File: src/atq_pkg.sv
// Package for the quoted argument tokeniser.
// Holds the scan mode type, character codes and the result record type.
// No dependencies.
package atq_pkg;

   // Character codes
   localparam logic [7:0] CHAR_SPACE = 8'h20;
   localparam logic [7:0] CHAR_TAB   = 8'h09;
   localparam logic [7:0] CHAR_QUOTE = 8'h22;

   // Reset value of the argument limit
   localparam logic [7:0] ARG_LIMIT_RESET = 8'hFF;

   // Field saturation limit for offsets and lengths
   localparam logic [15:0] FIELD_MAX = 16'hFFFF;

   // Scan mode, one-hot
   typedef enum logic [2:0] {
      MODE_SKIP   = 3'b001,
      MODE_PLAIN  = 3'b010,
      MODE_QUOTED = 3'b100
   } scan_mode_type;

   // One result record
   typedef struct packed {
      logic        arg_found;
      logic [7:0]  arg_index;
      logic [15:0] arg_start;
      logic [15:0] arg_length;
      logic [7:0]  arg_total;
      logic        buffer_done;
   } result_type;

endpackage

File: src/atq_scan.sv
// Input register and tokeniser step: scan mode, offsets and argument count.
// Produces one result record per completed argument or end of buffer.
// Depends on atq_pkg.
module atq_scan #(
   parameter int MAX_BUFFER_BYTES = 65536
) (
   input  logic                clock,
   input  logic                reset,
   input  logic                req_valid,
   output logic                req_stall,
   input  logic [7:0]          req_in_byte,
   input  logic                req_end_of_buffer,
   input  logic [7:0]          arg_limit,
   input  logic                out_full,
   output logic                push,
   output atq_pkg::result_type push_data
);

   localparam int POS_W = $clog2(MAX_BUFFER_BYTES);
   localparam int TOK_W = POS_W + 1;
   localparam int SAT_W = (TOK_W > 16) ? TOK_W : 16;
   localparam logic [POS_W-1:0] LAST_POS = POS_W'(MAX_BUFFER_BYTES - 1);

   // Input register
   logic                  in_valid_ff, in_valid_in;
   logic [7:0]            in_byte_ff;
   logic                  in_eob_ff;

   // Scan state
   atq_pkg::scan_mode_type mode_ff, mode_in;
   logic [POS_W-1:0]      pos_ff, pos_in;
   logic [TOK_W-1:0]      tok_ff, tok_in;
   logic [7:0]            count_ff, count_in;

   logic                  go;
   logic                  sep, quote, last, ext, found;
   atq_pkg::scan_mode_type mode_mid;
   logic [TOK_W-1:0]      len;
   logic [7:0]            count_inc;
   logic [SAT_W-1:0]      start_x, len_x;

   // Handshake: the step runs when the output buffer has room
   assign go        = in_valid_ff && !out_full;
   assign req_stall = in_valid_ff && !go;

   always_comb begin
      in_valid_in = in_valid_ff;
      if (req_valid && !req_stall) begin
         in_valid_in = 1'b1;
      end else if (go) begin
         in_valid_in = 1'b0;
      end
   end

   always_ff @(posedge clock) begin
      if (reset) begin
         in_valid_ff <= 1'b0;
      end else begin
         in_valid_ff <= in_valid_in;
      end
   end

   always_ff @(posedge clock) begin
      if (req_valid && !req_stall) begin
         in_byte_ff <= req_in_byte;
         in_eob_ff  <= req_end_of_buffer;
      end
   end

   // Character classes and end of buffer
   assign sep   = (in_byte_ff == atq_pkg::CHAR_SPACE) || (in_byte_ff == atq_pkg::CHAR_TAB);
   assign quote = (in_byte_ff == atq_pkg::CHAR_QUOTE);
   assign last  = in_eob_ff || (pos_ff >= LAST_POS);

   // Mode transition on this byte
   always_comb begin
      mode_mid = mode_ff;
      tok_in   = tok_ff;
      found    = 1'b0;
      unique case (mode_ff)
         atq_pkg::MODE_SKIP: begin
            if (!sep && (count_ff < arg_limit)) begin
               if (quote) begin
                  tok_in   = TOK_W'(pos_ff) + TOK_W'(1);
                  mode_mid = atq_pkg::MODE_QUOTED;
               end else begin
                  tok_in   = TOK_W'(pos_ff);
                  mode_mid = atq_pkg::MODE_PLAIN;
               end
            end
         end
         atq_pkg::MODE_PLAIN: begin
            if (sep) begin
               found    = 1'b1;
               mode_mid = atq_pkg::MODE_SKIP;
            end
         end
         atq_pkg::MODE_QUOTED: begin
            if (quote) begin
               found    = 1'b1;
               mode_mid = atq_pkg::MODE_SKIP;
            end
         end
         default: begin
            mode_mid = atq_pkg::MODE_SKIP;
         end
      endcase
   end

   // An argument still open on the last byte ends after it
   assign ext = last && (mode_mid != atq_pkg::MODE_SKIP);
   assign len = TOK_W'(pos_ff) + TOK_W'(ext) - tok_in;

   assign count_inc = (count_ff == 8'hFF) ? count_ff : count_ff + 8'd1;

   // Next state
   always_comb begin
      mode_in  = ext ? atq_pkg::MODE_SKIP : mode_mid;
      count_in = (found || ext) ? count_inc : count_ff;
      pos_in   = pos_ff + POS_W'(1);
   end

   always_ff @(posedge clock) begin
      if (reset) begin
         mode_ff  <= atq_pkg::MODE_SKIP;
         pos_ff   <= '0;
         tok_ff   <= '0;
         count_ff <= '0;
      end else if (go) begin
         if (last) begin
            mode_ff  <= atq_pkg::MODE_SKIP;
            pos_ff   <= '0;
            tok_ff   <= '0;
            count_ff <= '0;
         end else begin
            mode_ff  <= mode_in;
            pos_ff   <= pos_in;
            tok_ff   <= tok_in;
            count_ff <= count_in;
         end
      end
   end

   // Result record, offsets saturated to sixteen bits
   assign start_x = SAT_W'(tok_in);
   assign len_x   = SAT_W'(len);

   always_comb begin
      push_data             = '0;
      push_data.arg_found   = found || ext;
      push_data.arg_total   = count_in;
      push_data.buffer_done = last;
      if (found || ext) begin
         push_data.arg_index  = count_ff;
         push_data.arg_start  = (start_x > SAT_W'(atq_pkg::FIELD_MAX)) ?
                                atq_pkg::FIELD_MAX : start_x[15:0];
         push_data.arg_length = (len_x > SAT_W'(atq_pkg::FIELD_MAX)) ?
                                atq_pkg::FIELD_MAX : len_x[15:0];
      end
   end

   assign push = go && (found || ext || last);

   // A step on the last byte leaves the scan state cleared
   a_last_clears: assert property (@(posedge clock) disable iff (reset)
      go && last |=> (pos_ff == '0) && (count_ff == 8'd0) && (mode_ff == atq_pkg::MODE_SKIP))
      else $error("scan state not cleared after end of buffer");

   // Count only grows within a buffer
   a_count_grows: assert property (@(posedge clock) disable iff (reset)
      go && !last |=> count_ff >= $past(count_ff))
      else $error("argument count fell within a buffer");

   // A reported argument is included in the running total
   a_index_below_total: assert property (@(posedge clock) disable iff (reset)
      push && push_data.arg_found |-> push_data.arg_index < push_data.arg_total)
      else $error("argument index not below total");

   // No step while the output buffer is full
   a_no_push_full: assert property (@(posedge clock) disable iff (reset)
      out_full |-> !push)
      else $error("result pushed into full buffer");

endmodule

File: src/atq_rsp_fifo.sv
// Two-entry result buffer driving the response channel from registers.
// Lets the scan stage keep working while a result waits to be taken.
// Depends on atq_pkg.
module atq_rsp_fifo (
   input  logic                clock,
   input  logic                reset,
   input  logic                push,
   input  atq_pkg::result_type push_data,
   output logic                full,
   output logic                rsp_valid,
   input  logic                rsp_stall,
   output atq_pkg::result_type rsp_data
);

   atq_pkg::result_type mem_ff [2];
   logic       wr_ptr_ff, wr_ptr_in;
   logic       rd_ptr_ff, rd_ptr_in;
   logic [1:0] count_ff, count_in;
   logic       pop;

   assign rsp_valid = (count_ff != 2'd0);
   assign full      = (count_ff == 2'd2);
   assign pop       = rsp_valid && !rsp_stall;
   assign rsp_data  = mem_ff[rd_ptr_ff];

   // Pointer and fill count update
   always_comb begin
      wr_ptr_in = push ? !wr_ptr_ff : wr_ptr_ff;
      rd_ptr_in = pop ? !rd_ptr_ff : rd_ptr_ff;
      count_in  = count_ff;
      if (push && !pop) begin
         count_in = count_ff + 2'd1;
      end else if (pop && !push) begin
         count_in = count_ff - 2'd1;
      end
   end

   always_ff @(posedge clock) begin
      if (reset) begin
         wr_ptr_ff <= 1'b0;
         rd_ptr_ff <= 1'b0;
         count_ff  <= 2'd0;
      end else begin
         wr_ptr_ff <= wr_ptr_in;
         rd_ptr_ff <= rd_ptr_in;
         count_ff  <= count_in;
      end
   end

   always_ff @(posedge clock) begin
      if (push) begin
         mem_ff[wr_ptr_ff] <= push_data;
      end
   end

   // Fill count stays within depth
   a_count_range: assert property (@(posedge clock) disable iff (reset)
      count_ff <= 2'd2)
      else $error("result buffer count out of range");

   // Pointers differ by the fill count
   a_ptr_match: assert property (@(posedge clock) disable iff (reset)
      (count_ff == 2'd1) |-> (wr_ptr_ff != rd_ptr_ff))
      else $error("result buffer pointers inconsistent");

endmodule

File: src/arg_tokenizer_quoted.sv
// Quoted argument tokeniser: splits a byte stream into argument offsets and lengths.
// A request is held in the input register; its result goes through the result buffer.
// Throughput: one request per cycle while the result buffer has room, else req_stall holds
// the request; the tokeniser step is a single pass of mode logic.
// Requests that produce no result (inside or between arguments) leave the output idle.
// Reset (synchronous, active high) clears scan state, result buffer and sets the limit to 255.
// Depends on atq_pkg, atq_scan and atq_rsp_fifo.
module arg_tokenizer_quoted #(
   parameter int MAX_BUFFER_BYTES = 65536
) (
   input  logic        clock,
   input  logic        reset,
   // request channel
   input  logic        req_valid,
   output logic        req_stall,
   input  logic [7:0]  req_in_byte,
   input  logic        req_end_of_buffer,
   // response channel
   output logic        rsp_valid,
   input  logic        rsp_stall,
   output logic        rsp_arg_found,
   output logic [7:0]  rsp_arg_index,
   output logic [15:0] rsp_arg_start,
   output logic [15:0] rsp_arg_length,
   output logic [7:0]  rsp_arg_total,
   output logic        rsp_buffer_done,
   // configuration
   input  logic        csr_wr_en,
   input  logic [7:0]  csr_wr_data
);

   logic [7:0]          arg_limit_ff;
   logic                out_full;
   logic                push;
   atq_pkg::result_type push_data;
   atq_pkg::result_type rsp_data;

   // Argument limit register
   always_ff @(posedge clock) begin
      if (reset) begin
         arg_limit_ff <= atq_pkg::ARG_LIMIT_RESET;
      end else if (csr_wr_en) begin
         arg_limit_ff <= csr_wr_data;
      end
   end

   atq_scan #(
      .MAX_BUFFER_BYTES (MAX_BUFFER_BYTES)
   ) u_scan (
      .clock             (clock),
      .reset             (reset),
      .req_valid         (req_valid),
      .req_stall         (req_stall),
      .req_in_byte       (req_in_byte),
      .req_end_of_buffer (req_end_of_buffer),
      .arg_limit         (arg_limit_ff),
      .out_full          (out_full),
      .push              (push),
      .push_data         (push_data)
   );

   atq_rsp_fifo u_rsp_fifo (
      .clock     (clock),
      .reset     (reset),
      .push      (push),
      .push_data (push_data),
      .full      (out_full),
      .rsp_valid (rsp_valid),
      .rsp_stall (rsp_stall),
      .rsp_data  (rsp_data)
   );

   // Response fields
   assign rsp_arg_found   = rsp_data.arg_found;
   assign rsp_arg_index   = rsp_data.arg_index;
   assign rsp_arg_start   = rsp_data.arg_start;
   assign rsp_arg_length  = rsp_data.arg_length;
   assign rsp_arg_total   = rsp_data.arg_total;
   assign rsp_buffer_done = rsp_data.buffer_done;

endmodule

File: config.mk
export PLATFORM = sky130hd
export DESIGN_NAME = arg_tokenizer_quoted
export DESIGN_NICKNAME = d
export VERILOG_FILES = /design/src/atq_pkg.sv /design/src/atq_scan.sv /design/src/atq_rsp_fifo.sv /design/src/arg_tokenizer_quoted.sv
export SDC_FILE = /design/constraint.sdc
export NUM_CORES = 1
export LEC_CHECK = 0
export BUFFER_PORTS_ARGS = -buffer_cell sky130_fd_sc_hd__buf_4
export CAP_MARGIN = 5
export CELL_PAD_IN_SITES_DETAIL_PLACEMENT = 1
export CELL_PAD_IN_SITES_GLOBAL_PLACEMENT = 2
export CORE_UTILIZATION = 36
export DETAILED_ROUTE_END_ITERATION = 6
export PLACE_DENSITY_LB_ADDON = 0.25
export SYNTH_ARGS = -nofsm -noshare
export SYNTH_HDL_FRONTEND = slang
export SYNTH_SLANG_ARGS = --single-unit
File: constraint.sdc
create_clock -name clock -period 4 [get_ports clock]
set_input_delay 0.2 -clock clock [delete_from_list [all_inputs] [get_ports clock]]
set_output_delay 0.2 -clock clock [all_outputs]
set_load 0.01 [all_outputs]
# == Yosys cells after proc, flatten, opt, wreduce, memory -nomap -nowiden ==
# Memory sizes are Yosys's and may differ from the RTL's. A register that Yosys moved wholly into a read port is not among the register bits.
# Index checks and enable logic that the tools add are counted.
# W data, S select, Z words.
# word_totals
output_inout_bits,52
ramBits,100
register_bits,66
mem_count,1
word_cells,86
inputBits,22
# classes
n_eq_ne,9
n_reduce_logical,25
magnitude_cmp,4
addsub,7
muxes,29
# memory_table
memory,depth,word_bits,read_ports,rd_clocked_by_memory_dff,write_ports,line,text
u_rsp_fifo.mem_ff,2,50,1,1,1,atq_rsp_fifo.sv:15,atq_pkg::result_type mem_ff [2];
# ops
operator,n
$mux W17,4
$mux W16,3
$mux W40,1
$gt A17 B16 Y1 const B,2
$mux W8,3
$mux W3,6
$add A16 B1 Y17,1
$add A16 B1 Y17 const B,1
$sub A17 B17 Y17,1
$add A16 B1 Y16 const B,1
$eq A8 B6 Y1 const B,2
$ge A16 B16 Y1 const B,1
$logic_and A1 B1 Y1,9
$logic_not A1 Y1,9
$pmux W3 S3,1
$add A8 B1 Y8 const B,1
$eq A8 B4 Y1 const B,1
$eq A8 B8 Y1 const B,1
$lt A8 B8 Y1,1
$mux W1,8
$reduce_bool A2 Y1,3
$logic_or A1 B1 Y1,4
$mux W2,2
$eq A3 B1 Y1 const B,1
7 further kinds,7

# == Longest topological paths before layout ==
# Gate-level depths: netlist (run 1).
# depth
ltp_word,15
ltp_mapped,24
ltp_nobuf,20

# == Modules after synthesis ==
# Synthesis (run 1) repeated with hierarchy kept, for this count alone.
# hier_totals
cells_unflattened,745
area_unflattened_um2,8489.4
# by_module_without_submodules
mod,area_per_inst_um2,seq_area_each_um2,cells_each,instances
atq_scan,4376.7,1171.1,541,1
atq_rsp_fifo,3809.9,3103.0,178,1
arg_tokenizer_quoted,302.8,160.2,26,1

# == Worst setup path after synthesis (run 1) ==
# OpenSTA, ideal clock, no wires.
# synth_timing
kind,reg-to-reg
from,reg u_scan.in_byte_ff[2]
to,mem u_rsp_fifo.mem_ff[0][19] (netlist name) (data pin)
path_buffers,4
period_less_slack_ps,4382
path_slack_ps,-382
stages_incl_launch_ff,23
setup_ps,258
t_required_ps,3742
t_arrival_ps,4124
path_cell_list,edfxtp_1 or4_4 a211oi_2 nor2_2 and2_4 buf_6 buf_6 buf_6 nand2_1 nand2_1 ha_1 inv_1 ha_1 inv_1 fa_1 nor2b_1 o2111ai_1 a31oi_1 a211o_1 o41ai_2 xor2_2 buf_4 o21a_1
# synth_rtl
item,line,text
from (decl),atq_scan.sv:26,logic [7:0] in_byte_ff;
from (signal assigned),atq_scan.sv:65,in_byte_ff <= req_in_byte;
to (decl),atq_rsp_fifo.sv:15,

==> results of run 1 <==
-- worst min-delay path by stage --
stage	end	startpoint	cells past startpoint	slack [ns]
after floorplan	u_scan.in_byte_ff[0]	req_in_byte[0]	0	0.30
after global placement	u_scan.in_byte_ff[6]	req_in_byte[6]	1	0.38
after detailed placement	u_scan.in_byte_ff[1]	req_in_byte[1]	1	0.38
after CTS	arg_limit_ff[6]	csr_wr_en	2	0.08
after global routing	arg_limit_ff[5]	csr_wr_en	2	0.11
final	arg_limit_ff[6]	csr_wr_en	2	0.10
-- synthesized netlist by cell type (4+ instances only) --
cell / n
sky130_fd_sc_hd__edfxtp_1: 109
sky130_fd_sc_hd__nor2_1: 59
sky130_fd_sc_hd__dfxtp_1: 58
sky130_fd_sc_hd__a21oi_1: 56
sky130_fd_sc_hd__nand2_1: 55
sky130_fd_sc_hd__mux2_2: 52
sky130_fd_sc_hd__ha_1: 42
sky130_fd_sc_hd__o21ai_0: 27
sky130_fd_sc_hd__xnor2_1: 27
sky130_fd_sc_hd__inv_1: 24
sky130_fd_sc_hd__clkbuf_1: 18
sky130_fd_sc_hd__o21a_1: 17
sky130_fd_sc_hd__mux2i_1: 15
sky130_fd_sc_hd__a22oi_1: 14
sky130_fd_sc_hd__nand3_1: 12
sky130_fd_sc_hd__nand4_1: 12
sky130_fd_sc_hd__and2_1: 10
sky130_fd_sc_hd__and3_1: 10
sky130_fd_sc_hd__nor3_1: 10
sky130_fd_sc_hd__buf_2: 9
sky130_fd_sc_hd__o211ai_1: 9
sky130_fd_sc_hd__xor2_1: 9
sky130_fd_sc_hd__a31oi_1: 8
sky130_fd_sc_hd__nand3b_1: 8
sky130_fd_sc_hd__buf_1: 6
sky130_fd_sc_hd__nand2b_1: 6
sky130_fd_sc_hd__nor4_1: 6
sky130_fd_sc_hd__a21o_1: 5
sky130_fd_sc_hd__nor2b_1: 4
sky130_fd_sc_hd__or3_1: 4
-- repair_timing --
item                       4_1_cts  5_1_grt
gates cloned                     2        0
gates resized for setup         49       25
setup endpoints to repair       32       32
buffers inserted                12        4
hold endpoints to repair        18        0
pin swaps                       12       19
hold buffers                    18        0
-- layout make-up --
| class | count | area [um^2] |
|---|---|---|
| clock buffers | 17 | 425 |
| clock inverters | 15 | 173 |
| fillers | 2431 | 11500 |
| inverters | 26 | 97.6 |
| multi-input cells | 532 | 4200 |
| flip-flops and latches | 167 | 4440 |
| well taps | 313 | 392 |
| repair buffers | 218 | 1730 |
-- power by group through the flow --
| stage | registers (mW) | clock network, mW | logic, mW |
|---|---|---|---|
| CTS | 2.01 | 1.72 | 1.08 |
| global route | 2.01 | 1.79 | 1.17 |
| detailed placement | 2.05 | 0 | 1.01 |
| floorplan | 1.99 | 0 | 0.651 |
| finish | 2.00 | 1.69 | 1.08 |
| global placement | 2.04 | 0 | 0.987 |
-- through the flow --
step                      TNS (ns)  cell area (um^2)
after global placement      -12.16             10200
after global routing         -9.98             11500
after floorplan              -4.27              8570
final                        -5.80             11500
after CTS                    -3.17             11300
after detailed placement    -15.04             10200
-- per-layer routing --
| metal | vias up | part of all wire (%) |
|---|---|---|
| met5 | - | 0 |
| met4 | 0 | 0.99 |
| met3 | 17 | 2.7 |
| met2 | 104 | 49 |
| met1 | 3362 | 47 |
| li1 | 3228 | - |
-- registers in the layout, summed over array words and instances (netlist names), 2 cells and up, named ones only --
signal and cells:
u_scan.tok_ff 17, u_scan.count_ff 8, u_rsp_fifo.mem_ff 100, u_scan.pos_ff 16, arg_limit_ff 8, u_scan.mode_ff 3, u_scan.in_byte_ff 8, u_rsp_fifo.count_ff 2
-- logic make-up (layout without fill, tap and decap cells) --
logic type | after synthesis | after routing | synth area share (%)
buffers and inverters | 64 | 276 | 3.30
adders and majority gates | 43 | 43 | 6.40
xor gates and xnor gates | 37 | 38 | 3.89
and+or+nand+nor | 212 | 213 | 12.5
DFF | 167 | 167 | 52.0
muxes | 70 | 70 | 9.21
AOI/OAI and AO/OA | 168 | 168 | 12.7
-- placed cells by master (no fill, tap or decap), types with 6 or more instances in the layout --
cell type and n:
sky130_fd_sc_hd__inv_1 19, sky130_fd_sc_hd__nand2b_1 6, sky130_fd_sc_hd__mux2_2 52, sky130_fd_sc_hd__xor2_1 9, sky130_fd_sc_hd__o21a_1 17, sky130_fd_sc_hd__and3_1 10, sky130_fd_sc_hd__xnor2_2 10, sky130_fd_sc_hd__a21oi_1 50
sky130_fd_sc_hd__dfxtp_1 52, sky130_fd_sc_hd__mux2i_1 6, sky130_fd_sc_hd__ha_1 32, sky130_fd_sc_hd__nand2_1 49, sky130_fd_sc_hd__a21oi_2 7, sky130_fd_sc_hd__nand3b_1 8, sky130_fd_sc_hd__buf_4 195, sky130_fd_sc_hd__nand3_1 12
sky130_fd_sc_hd__a22oi_1 14, sky130_fd_sc_hd__clkbuf_16 17, sky130_fd_sc_hd__edfxtp_1 109, sky130_fd_sc_hd__o211ai_1 9, sky130_fd_sc_hd__dlygate4sd3_1 18, sky130_fd_sc_hd__inv_2 7, sky130_fd_sc_hd__a31oi_1 7, sky130_fd_sc_hd__and2_1 9
sky130_fd_sc_hd__nand4_1 12, sky130_fd_sc_hd__mux2i_2 9, sky130_fd_sc_hd__nor2_1 59, sky130_fd_sc_hd__nor3_1 9, sky130_fd_sc_hd__inv_8 9, sky130_fd_sc_hd__ha_4 6, sky130_fd_sc_hd__xnor2_1 17, sky130_fd_sc_hd__o21ai_0 23
-- critical path, delay by kind of cell (launching register included) --
kind	cells	cell delay, ns
AND/OR/NAND/NOR	2	0.48
flip-flops	1	0.34
multiplexers	1	0.26
adder cells (fa/ha/maj)	3	0.74
buffers and inverters	3	0.41
AO/OA/AOI/OAI	8	1.64
XOR/XNOR	1	0.12
==> summary by stage, run 1 <==
Placed design
The number of placed instances, taps included, is 1220. Detailed placement ended at an HPWL of roughly 16 mm. The congestion estimate from routability-driven global placement came to ~0.80.

The quantity of I/O buffers inserted on ports is 73. The worst slack after detailed placement is -0.519 ns.

Clock tree
No sink is reached through more buffers than the 2 on the longest clock path. The CTS tree is built. The latest clock arrival within the worst-skew pair is 0.44 ns.

The H-tree depth is 4. The tree is rooted in a sky130_fd_sc_hd__clkbuf_16. The clock-pin slew reported for the worst setup and hold paths after clock tree synthesis is 0.08 ns. TritonCTS created 17 clock buffers. The number of clock sinks is ~170.

Power
Dividing total power by cell area gives a power density of around 420 mW/mm^2. The share of power burned in the clock network is between 30% and 40%. In this run, the combinational gates consume between 20% and 30% of the power.

The worst vdd rail ir drop is 0.262 mV. The design draws 4.77 mW. The net load switching power is approximately 1.4 mW. The leakage power total is approximately 4.5 nW. Net switching is 29.3% of the power.

The internal power is 3.38 mW. The fraction of power consumed by sequential logic is around two fifths.

Global routing
The via count of the first global-routing pass is approximately 7200. In the global route stage, overall resource usage came out at 20.5%. The largest net degree at the start of global routing is between 50 and 60.

In this run the most used layer during global routing was met2. The number of antenna violations at the first check in global routing was 0. The global routing met1 resource utilization is 27.5%.

The remaining global-route overflow is 0. The wire length of the first global-routing pass is 38.5 mm. The met3 track demand over resource in global routing is 2.53%.

The met2 routing resource usage after global routing is 34.9%.

Timing
The final setup violation count is 32. The remaining max-slew budget at the tightest pin is 29.7%. The final-report hold violation count is 0. The final period utilization is 106%. Setup repair after global routing could not meet its margin everywhere. The slew at the pin closest to its max-slew limit is 1.05 ns. The post-route minimum period is 4.25 ns.

Hold timing on the final database bottoms out at a slack of 0.102 ns. Between clock sinks in the finished design, the worst skew comes to 0.0122 ns. The max-slew violation total from the final report is 0. In the post-route analysis, the smallest setup slack over all paths is -0.255 ns. Timing would allow up to 235 MHz.

Critical path
The type of the worst setup path is reg -> reg. The required time of the worst setup path is roughly 4.2 ns. Walking the worst path, the cells encountered are inv_2 -> ha_4 -> nor4_4 -> o21ai_1 -> a31oi_2 -> buf_4 -> and2_4 -> mux2i_2 -> ha_1 -> ha_1 -> o21a_1 -> o2111ai_2 -> a31oi_1 -> a211o_1 -> o41ai_4 -> buf_4 -> xor2_4 -> o31a_1. The top fanout value on the critical path is 8. The reg-to-reg endpoint is u_rsp_fifo.mem_ff[0][24]. On the worst path, the slowest cell contributes a delay of about 0.34 ns. Counting cells, the worst reg-to-reg path comes to 18. The category of the worst setup path launch point is a flop. For this design, the slowest cell found on the critical path is sky130_fd_sc_hd__dfxtp_2. For the worst setup path, the data arrival time is 4.44 ns. The worst register-to-register path begins at arg_limit_ff[4]. The most critical setup path has its startpoint at arg_limit_ff[4]. STA classifies the critical path endpoint as a flop.

The capturing instance or port of the critical path is u_rsp_fifo.mem_ff[0][24]. The register-to-register path setup slack is -0.25 ns.

Finish
For this run, the share of the core covered by cells in the final layout is 50.0%. The post-layout instance count excluding filler cells is between 1000 and 1500. For this run, the post-layout net count is 1027. The antenna diode instance count is 0. The area growth from synthesis to layout is 34.4%.

The share of post-route cells with drive strength above 1 is 37.8%.

Logic synthesis
By area the synthesized netlist is led by sky130_fd_sc_hd__edfxtp_1, sky130_fd_sc_hd__dfxtp_1, sky130_fd_sc_hd__mux2_2, sky130_fd_sc_hd__ha_1, sky130_fd_sc_hd__a21oi_1. In this run, synthesis inferred 109 flip-flops with an integrated enable. Synthesis handed over a netlist of 761 instances. The number of synthesis warnings is 0. The area share of the leading cell type in the synthesized netlist is a little under two fifths. In this run, synthesis produced a sequential element count of 167. Of all cell types, the one taking the most synthesized area is sky130_fd_sc_hd__edfxtp_1.

For this run, the leading register cell type out of synthesis is sky130_fd_sc_hd__edfxtp_1. Sequential cells were found to cover approximately half of the synthesized design area. Of all flip-flops after synthesis, the portion carrying an async set or reset was 0%. The synthesized netlist contains 71 unique library cells. The number of nets produced by synthesis is between 800 and 900. In this run the mean area of a mapped cell was 11.2 um^2. In this run the cell area of the synthesized design comes to 0.00853 mm^2.

Outcome
The checks that failed: setup timing. The flow ran to the end, but the final reports show violations.

Floorplanning
After floorplanning, the core was divided into 55 placement rows. The count of pins on the block boundary is 74. The full die area is 0.0243 mm^2. The initial core utilization is 37.2%.

In this run the standard cell core region covers between 0.02 and 0.025 mm^2. The vertical die dimension is about 160 um. The floorplan step set the die width to 156 um.

Route
The final route contains between 6000 and 7000 vias. Summed over all layers, the routed wires come to 24.1 mm. The remaining antenna violation count after routing is 0. The routed wirelength normalized by instance count is 18.7 um. The number of detailed-route iterations in the first pass is 5.

The residual DRC count is 0. Dividing the detail-routed via count by the number of cells gives roughly 5.2. The count of routing violations after the opening detailed-route iteration is between 200 and 300.

Hold path
The path class of the tightest hold or removal check is in -> reg.

Flow run
The number of maximum-capacitance violations is 0.
Note: power is estimated with default switching activity, not from simulation.
==> inputs of run 2 (changes only) <==
--- a/config.mk
+++ b/config.mk
@@ -7,9 +7,7 @@
 export LEC_CHECK = 0
 export BUFFER_PORTS_ARGS = -buffer_cell sky130_fd_sc_hd__buf_4
 export CAP_MARGIN = 5
-export CELL_PAD_IN_SITES_DETAIL_PLACEMENT = 1
-export CELL_PAD_IN_SITES_GLOBAL_PLACEMENT = 2
-export CORE_UTILIZATION = 36
+export CORE_UTILIZATION = 54
 export DETAILED_ROUTE_END_ITERATION = 6
 export PLACE_DENSITY_LB_ADDON = 0.25
 export SYNTH_ARGS = -nofsm -noshare
==> run 2 against run 1 <==
Effect of this change: the flow still finishes with violations (setup timing); non-clock buffer count is 32 lower; first-iteration DRC count grew to 2.7 times the previous value; largest power group unchanged; largest cell class unchanged; die area is 33% lower; combinational power hardly changed; clock power is 9% lower; sequential share of layout area is 1.5 points higher; count of clock-buffer cells in the layout stayed put.
==> summary by stage, run 2 (synthesis gave the netlist of run 1 again) <==
Floorplanning
From left edge to right edge, the die measures 128 um. The initial core utilization is 55.7%. The count of pins on the block boundary is 74.

The die covers approximately 0.016 mm^2. The floorplan row count is between 40 and 50. The floorplan step set the die height to between 100 and 150 um. The area of the core is 0.0153 mm^2.

Critical path
The kind of end point of the critical path is a flop. The signal on the critical path passes through ha_1 -> a21oi_1 -> o211ai_1 -> a31oi_2 -> buf_4 -> and2_4 -> mux2i_2 -> ha_1 -> ha_1 -> o21a_1 -> o2111ai_1 -> a31oi_1 -> a211o_1 -> o41ai_4 -> xor2_2 -> clkbuf_16 -> o21a_1. By startpoint and endpoint, the worst setup path is classified as reg -> reg. The delay of the slowest critical-path stage is 0.41 ns. Among cell families on the critical path, the largest total delay comes from compound AO/OA/AOI/OAI gates. The top fanout value on the critical path is 5. The largest individual stage delay along the critical path comes from the cell sky130_fd_sc_hd__dfxtp_1. The category of the worst setup path launch point is a flop.

The cell repeated most along the worst path is sky130_fd_sc_hd__ha_1. STA puts the critical path data arrival time at 4.57 ns. At the worst endpoint, the required time is 4.30 ns.

The buffer and inverter count on the worst path is 2.

Timing
The worst hold slack is 0.0118 ns. The highest clock frequency the design can meet is about 230 MHz. The post-route minimum period is around 4.3 ns. The max-slew violation total from the final report is 0. Across all setup checks in the final design, the least slack found is -0.269 ns. The final-report hold violation count was 0. Setup repair after global routing could not meet its margin everywhere. At the pin with the least slew margin, the transition time is 1.02 ns. The remaining max-slew budget at the tightest pin is 31.8%. Between clock sinks in the finished design, the worst skew comes to slightly above 0.009 ns. The final setup violation count is 32. Of the available clock period, the critical path in the final layout requires 107%. After routing, the total negative slack on setup checks comes to -7.54 ns.

Route
The remaining antenna violation count after routing is 0. The count of routing violations after the opening detailed-route iteration is around 770. For this run, design rule violations remaining after detail routing come to 0. Using the TritonRoute via totals, the vias-per-cell ratio works out to ~5.8.

The total via count in the routed design is 6720. The first detailed-routing pass ran for 5 iterations. After detailed routing, the average wire length per cell comes to 18.6 um.

The final wirelength is 21.4 mm.

Outcome
The final reports fail on setup timing. The run finished, with violations left.

Finish
Fill cells in the final layout number 1040. The top cell types in the final layout, fill and taps aside, are sky130_fd_sc_hd__buf_4, sky130_fd_sc_hd__edfxtp_1, sky130_fd_sc_hd__nor2_1. The final-stage net count is ~990. In the final layout, the registers with the most flip-flops are u_rsp_fifo.mem_ff (100), u_scan.tok_ff (17), u_scan.pos_ff (16). The antenna diode instance count is 0. The most common cell after layout, fill and taps aside is sky130_fd_sc_hd__buf_4.

In the final layout, the multi-input gates occupy 0.00416 mm^2. The area growth from synthesis to layout is 29.2%. After routing the design area is 0.0110 mm^2. The register with the most flip-flops in the layout has 100 of them.

Measured on the finished design, the core utilization comes to 71.9%. The area taken by flip-flops and latches is 0.00444 mm^2. Of the cells placed in the final design, the portion with a size suffix greater than 1 is 35.1%. The register with the highest flop count is u_rsp_fifo.mem_ff.

Global routing
The wire length of the first global-routing pass is ~32 mm. The number of antenna violations at the first check in global routing is 0. After global routing the overflow that remains totals 0. The largest net degree at the start of global routing is 45.

The via count of the first global-routing pass is 6535. For this run, the total global-route usage over all layers was measured as between 20% and 30%.

Power
IR analysis of the VDD net gives a maximum drop of 0.311 mV. The clock network accounts for 33.2% of the total power. In this run the power density over the cells is 417 mW/mm^2. Cell internal power was estimated by the tool at 3.28 mW.

The fraction of power spent switching nets is 28.5%. The net load switching power is 1.31 mW. Sequential cells burn around 44% of the power.

The combinational group share of total power is 23.0%. The leakage power total is 4.25 nW.

Clock tree
In this run the number of H-tree levels came out at 4. TritonCTS built the clock tree. The CTS buffer count is 17. The maximum buffer depth of the clock tree is 2. The number of clock sinks is 167.

The cell sitting at the root of the clock tree is a sky130_fd_sc_hd__clkbuf_16. The clock-pin slew reported for the worst setup and hold paths after clock tree synthesis is ~0.070 ns. The later pin in the worst-skew pair is clocked with a latency of 0.43 ns.

Placed design
The detailed-placement wirelength estimate is 13.6 mm. The global placer's final weighted congestion is 0.863. Buffers placed on the I/O ports in this run total 73.

The total cell area at the placement stage is 0.00986 mm^2. OpenSTA, run right after detailed placement, puts the worst setup slack at -0.216 ns.

Hold path
The class of the most critical hold timing path is in -> reg.

Flow run
The number of maximum-capacitance violations is 0.
==> run 2: path summary, 6_finish.rpt <==
kind                 startpoint                  endpoint  slack (ns)  cells after the start
min              csr_wr_data[7]           arg_limit_ff[7]        0.01                      3
max          u_scan.count_ff[6]  u_rsp_fifo.mem_ff[0][15]       -0.27                     17
min reg2reg     arg_limit_ff[1]           arg_limit_ff[1]        0.50                      2
max reg2reg  u_scan.count_ff[6]  u_rsp_fifo.mem_ff[0][15]       -0.27                     17
==> run 2: area by class of cell <==
cell class | count | area share [%]
inverter | 26 | 0.886
multi-input combinational | 531 | 37.8
clock buffer | 17 | 3.86
timing repair buffer | 186 | 13.7
tap | 211 | 2.40
clock inverter | 15 | 1.08
sequential | 167 | 40.3
==> run 2: power by group through the flow <==
stage	Clock, mW	Combinational [mW]	Sequential [mW]
after global placement	0	0.959	2.04
after CTS	1.53	1.01	2.01
after global routing	1.60	1.13	2.02
after detailed placement	0	0.976	2.04
final	1.53	1.06	2.01
after floorplan	0	0.651	1.99
==> run 2: worst register-to-register path, stage by stage (launching register included) <==
cell and delay (ns):
sky130_fd_sc_hd__dfxtp_1 0.41, sky130_fd_sc_hd__ha_1 0.27, sky130_fd_sc_hd__a21oi_1 0.15, sky130_fd_sc_hd__o211ai_1 0.13, sky130_fd_sc_hd__a31oi_2 0.23, sky130_fd_sc_hd__buf_4 0.15
sky130_fd_sc_hd__and2_4 0.18, sky130_fd_sc_hd__mux2i_2 0.23, sky130_fd_sc_hd__ha_1 0.27, sky130_fd_sc_hd__ha_1 0.33, sky130_fd_sc_hd__o21a_1 0.20, sky130_fd_sc_hd__o2111ai_1 0.21
sky130_fd_sc_hd__a31oi_1 0.08, sky130_fd_sc_hd__a211o_1 0.28, sky130_fd_sc_hd__o41ai_4 0.28, sky130_fd_sc_hd__xor2_2 0.36, sky130_fd_sc_hd__clkbuf_16 0.22, sky130_fd_sc_hd__o21a_1 0.15
==> run 2: what timing repair did <==
action,CTS,global route
resized for setup,24,43
endpoints found under the hold margin,13,0
buffers inserted,3,14
hold buffers,13,0
setup endpoints to repair,32,32
pin swaps,6,13
gates cloned,1,1
==> run 2: stage by stage <==
stage          std cells  total power, mW
5_1_grt             1153             4.76
6_report            1153             4.59
3_5_place_dp        1089             3.02
4_1_cts             1138             4.54
3_3_place_gp        1089             3.00
2_1_floorplan        761             2.64
==> run 2: metal layers <==
| layer | part of all wire [%] | global-route usage, % |
|---|---|---|
| met4 | 3.1 | 11.3 |
| met3 | 5.6 | 4.22 |
| met5 | 0 | 0 |
| met2 | 49 | 41.9 |
| met1 | 43 | 33.3 |
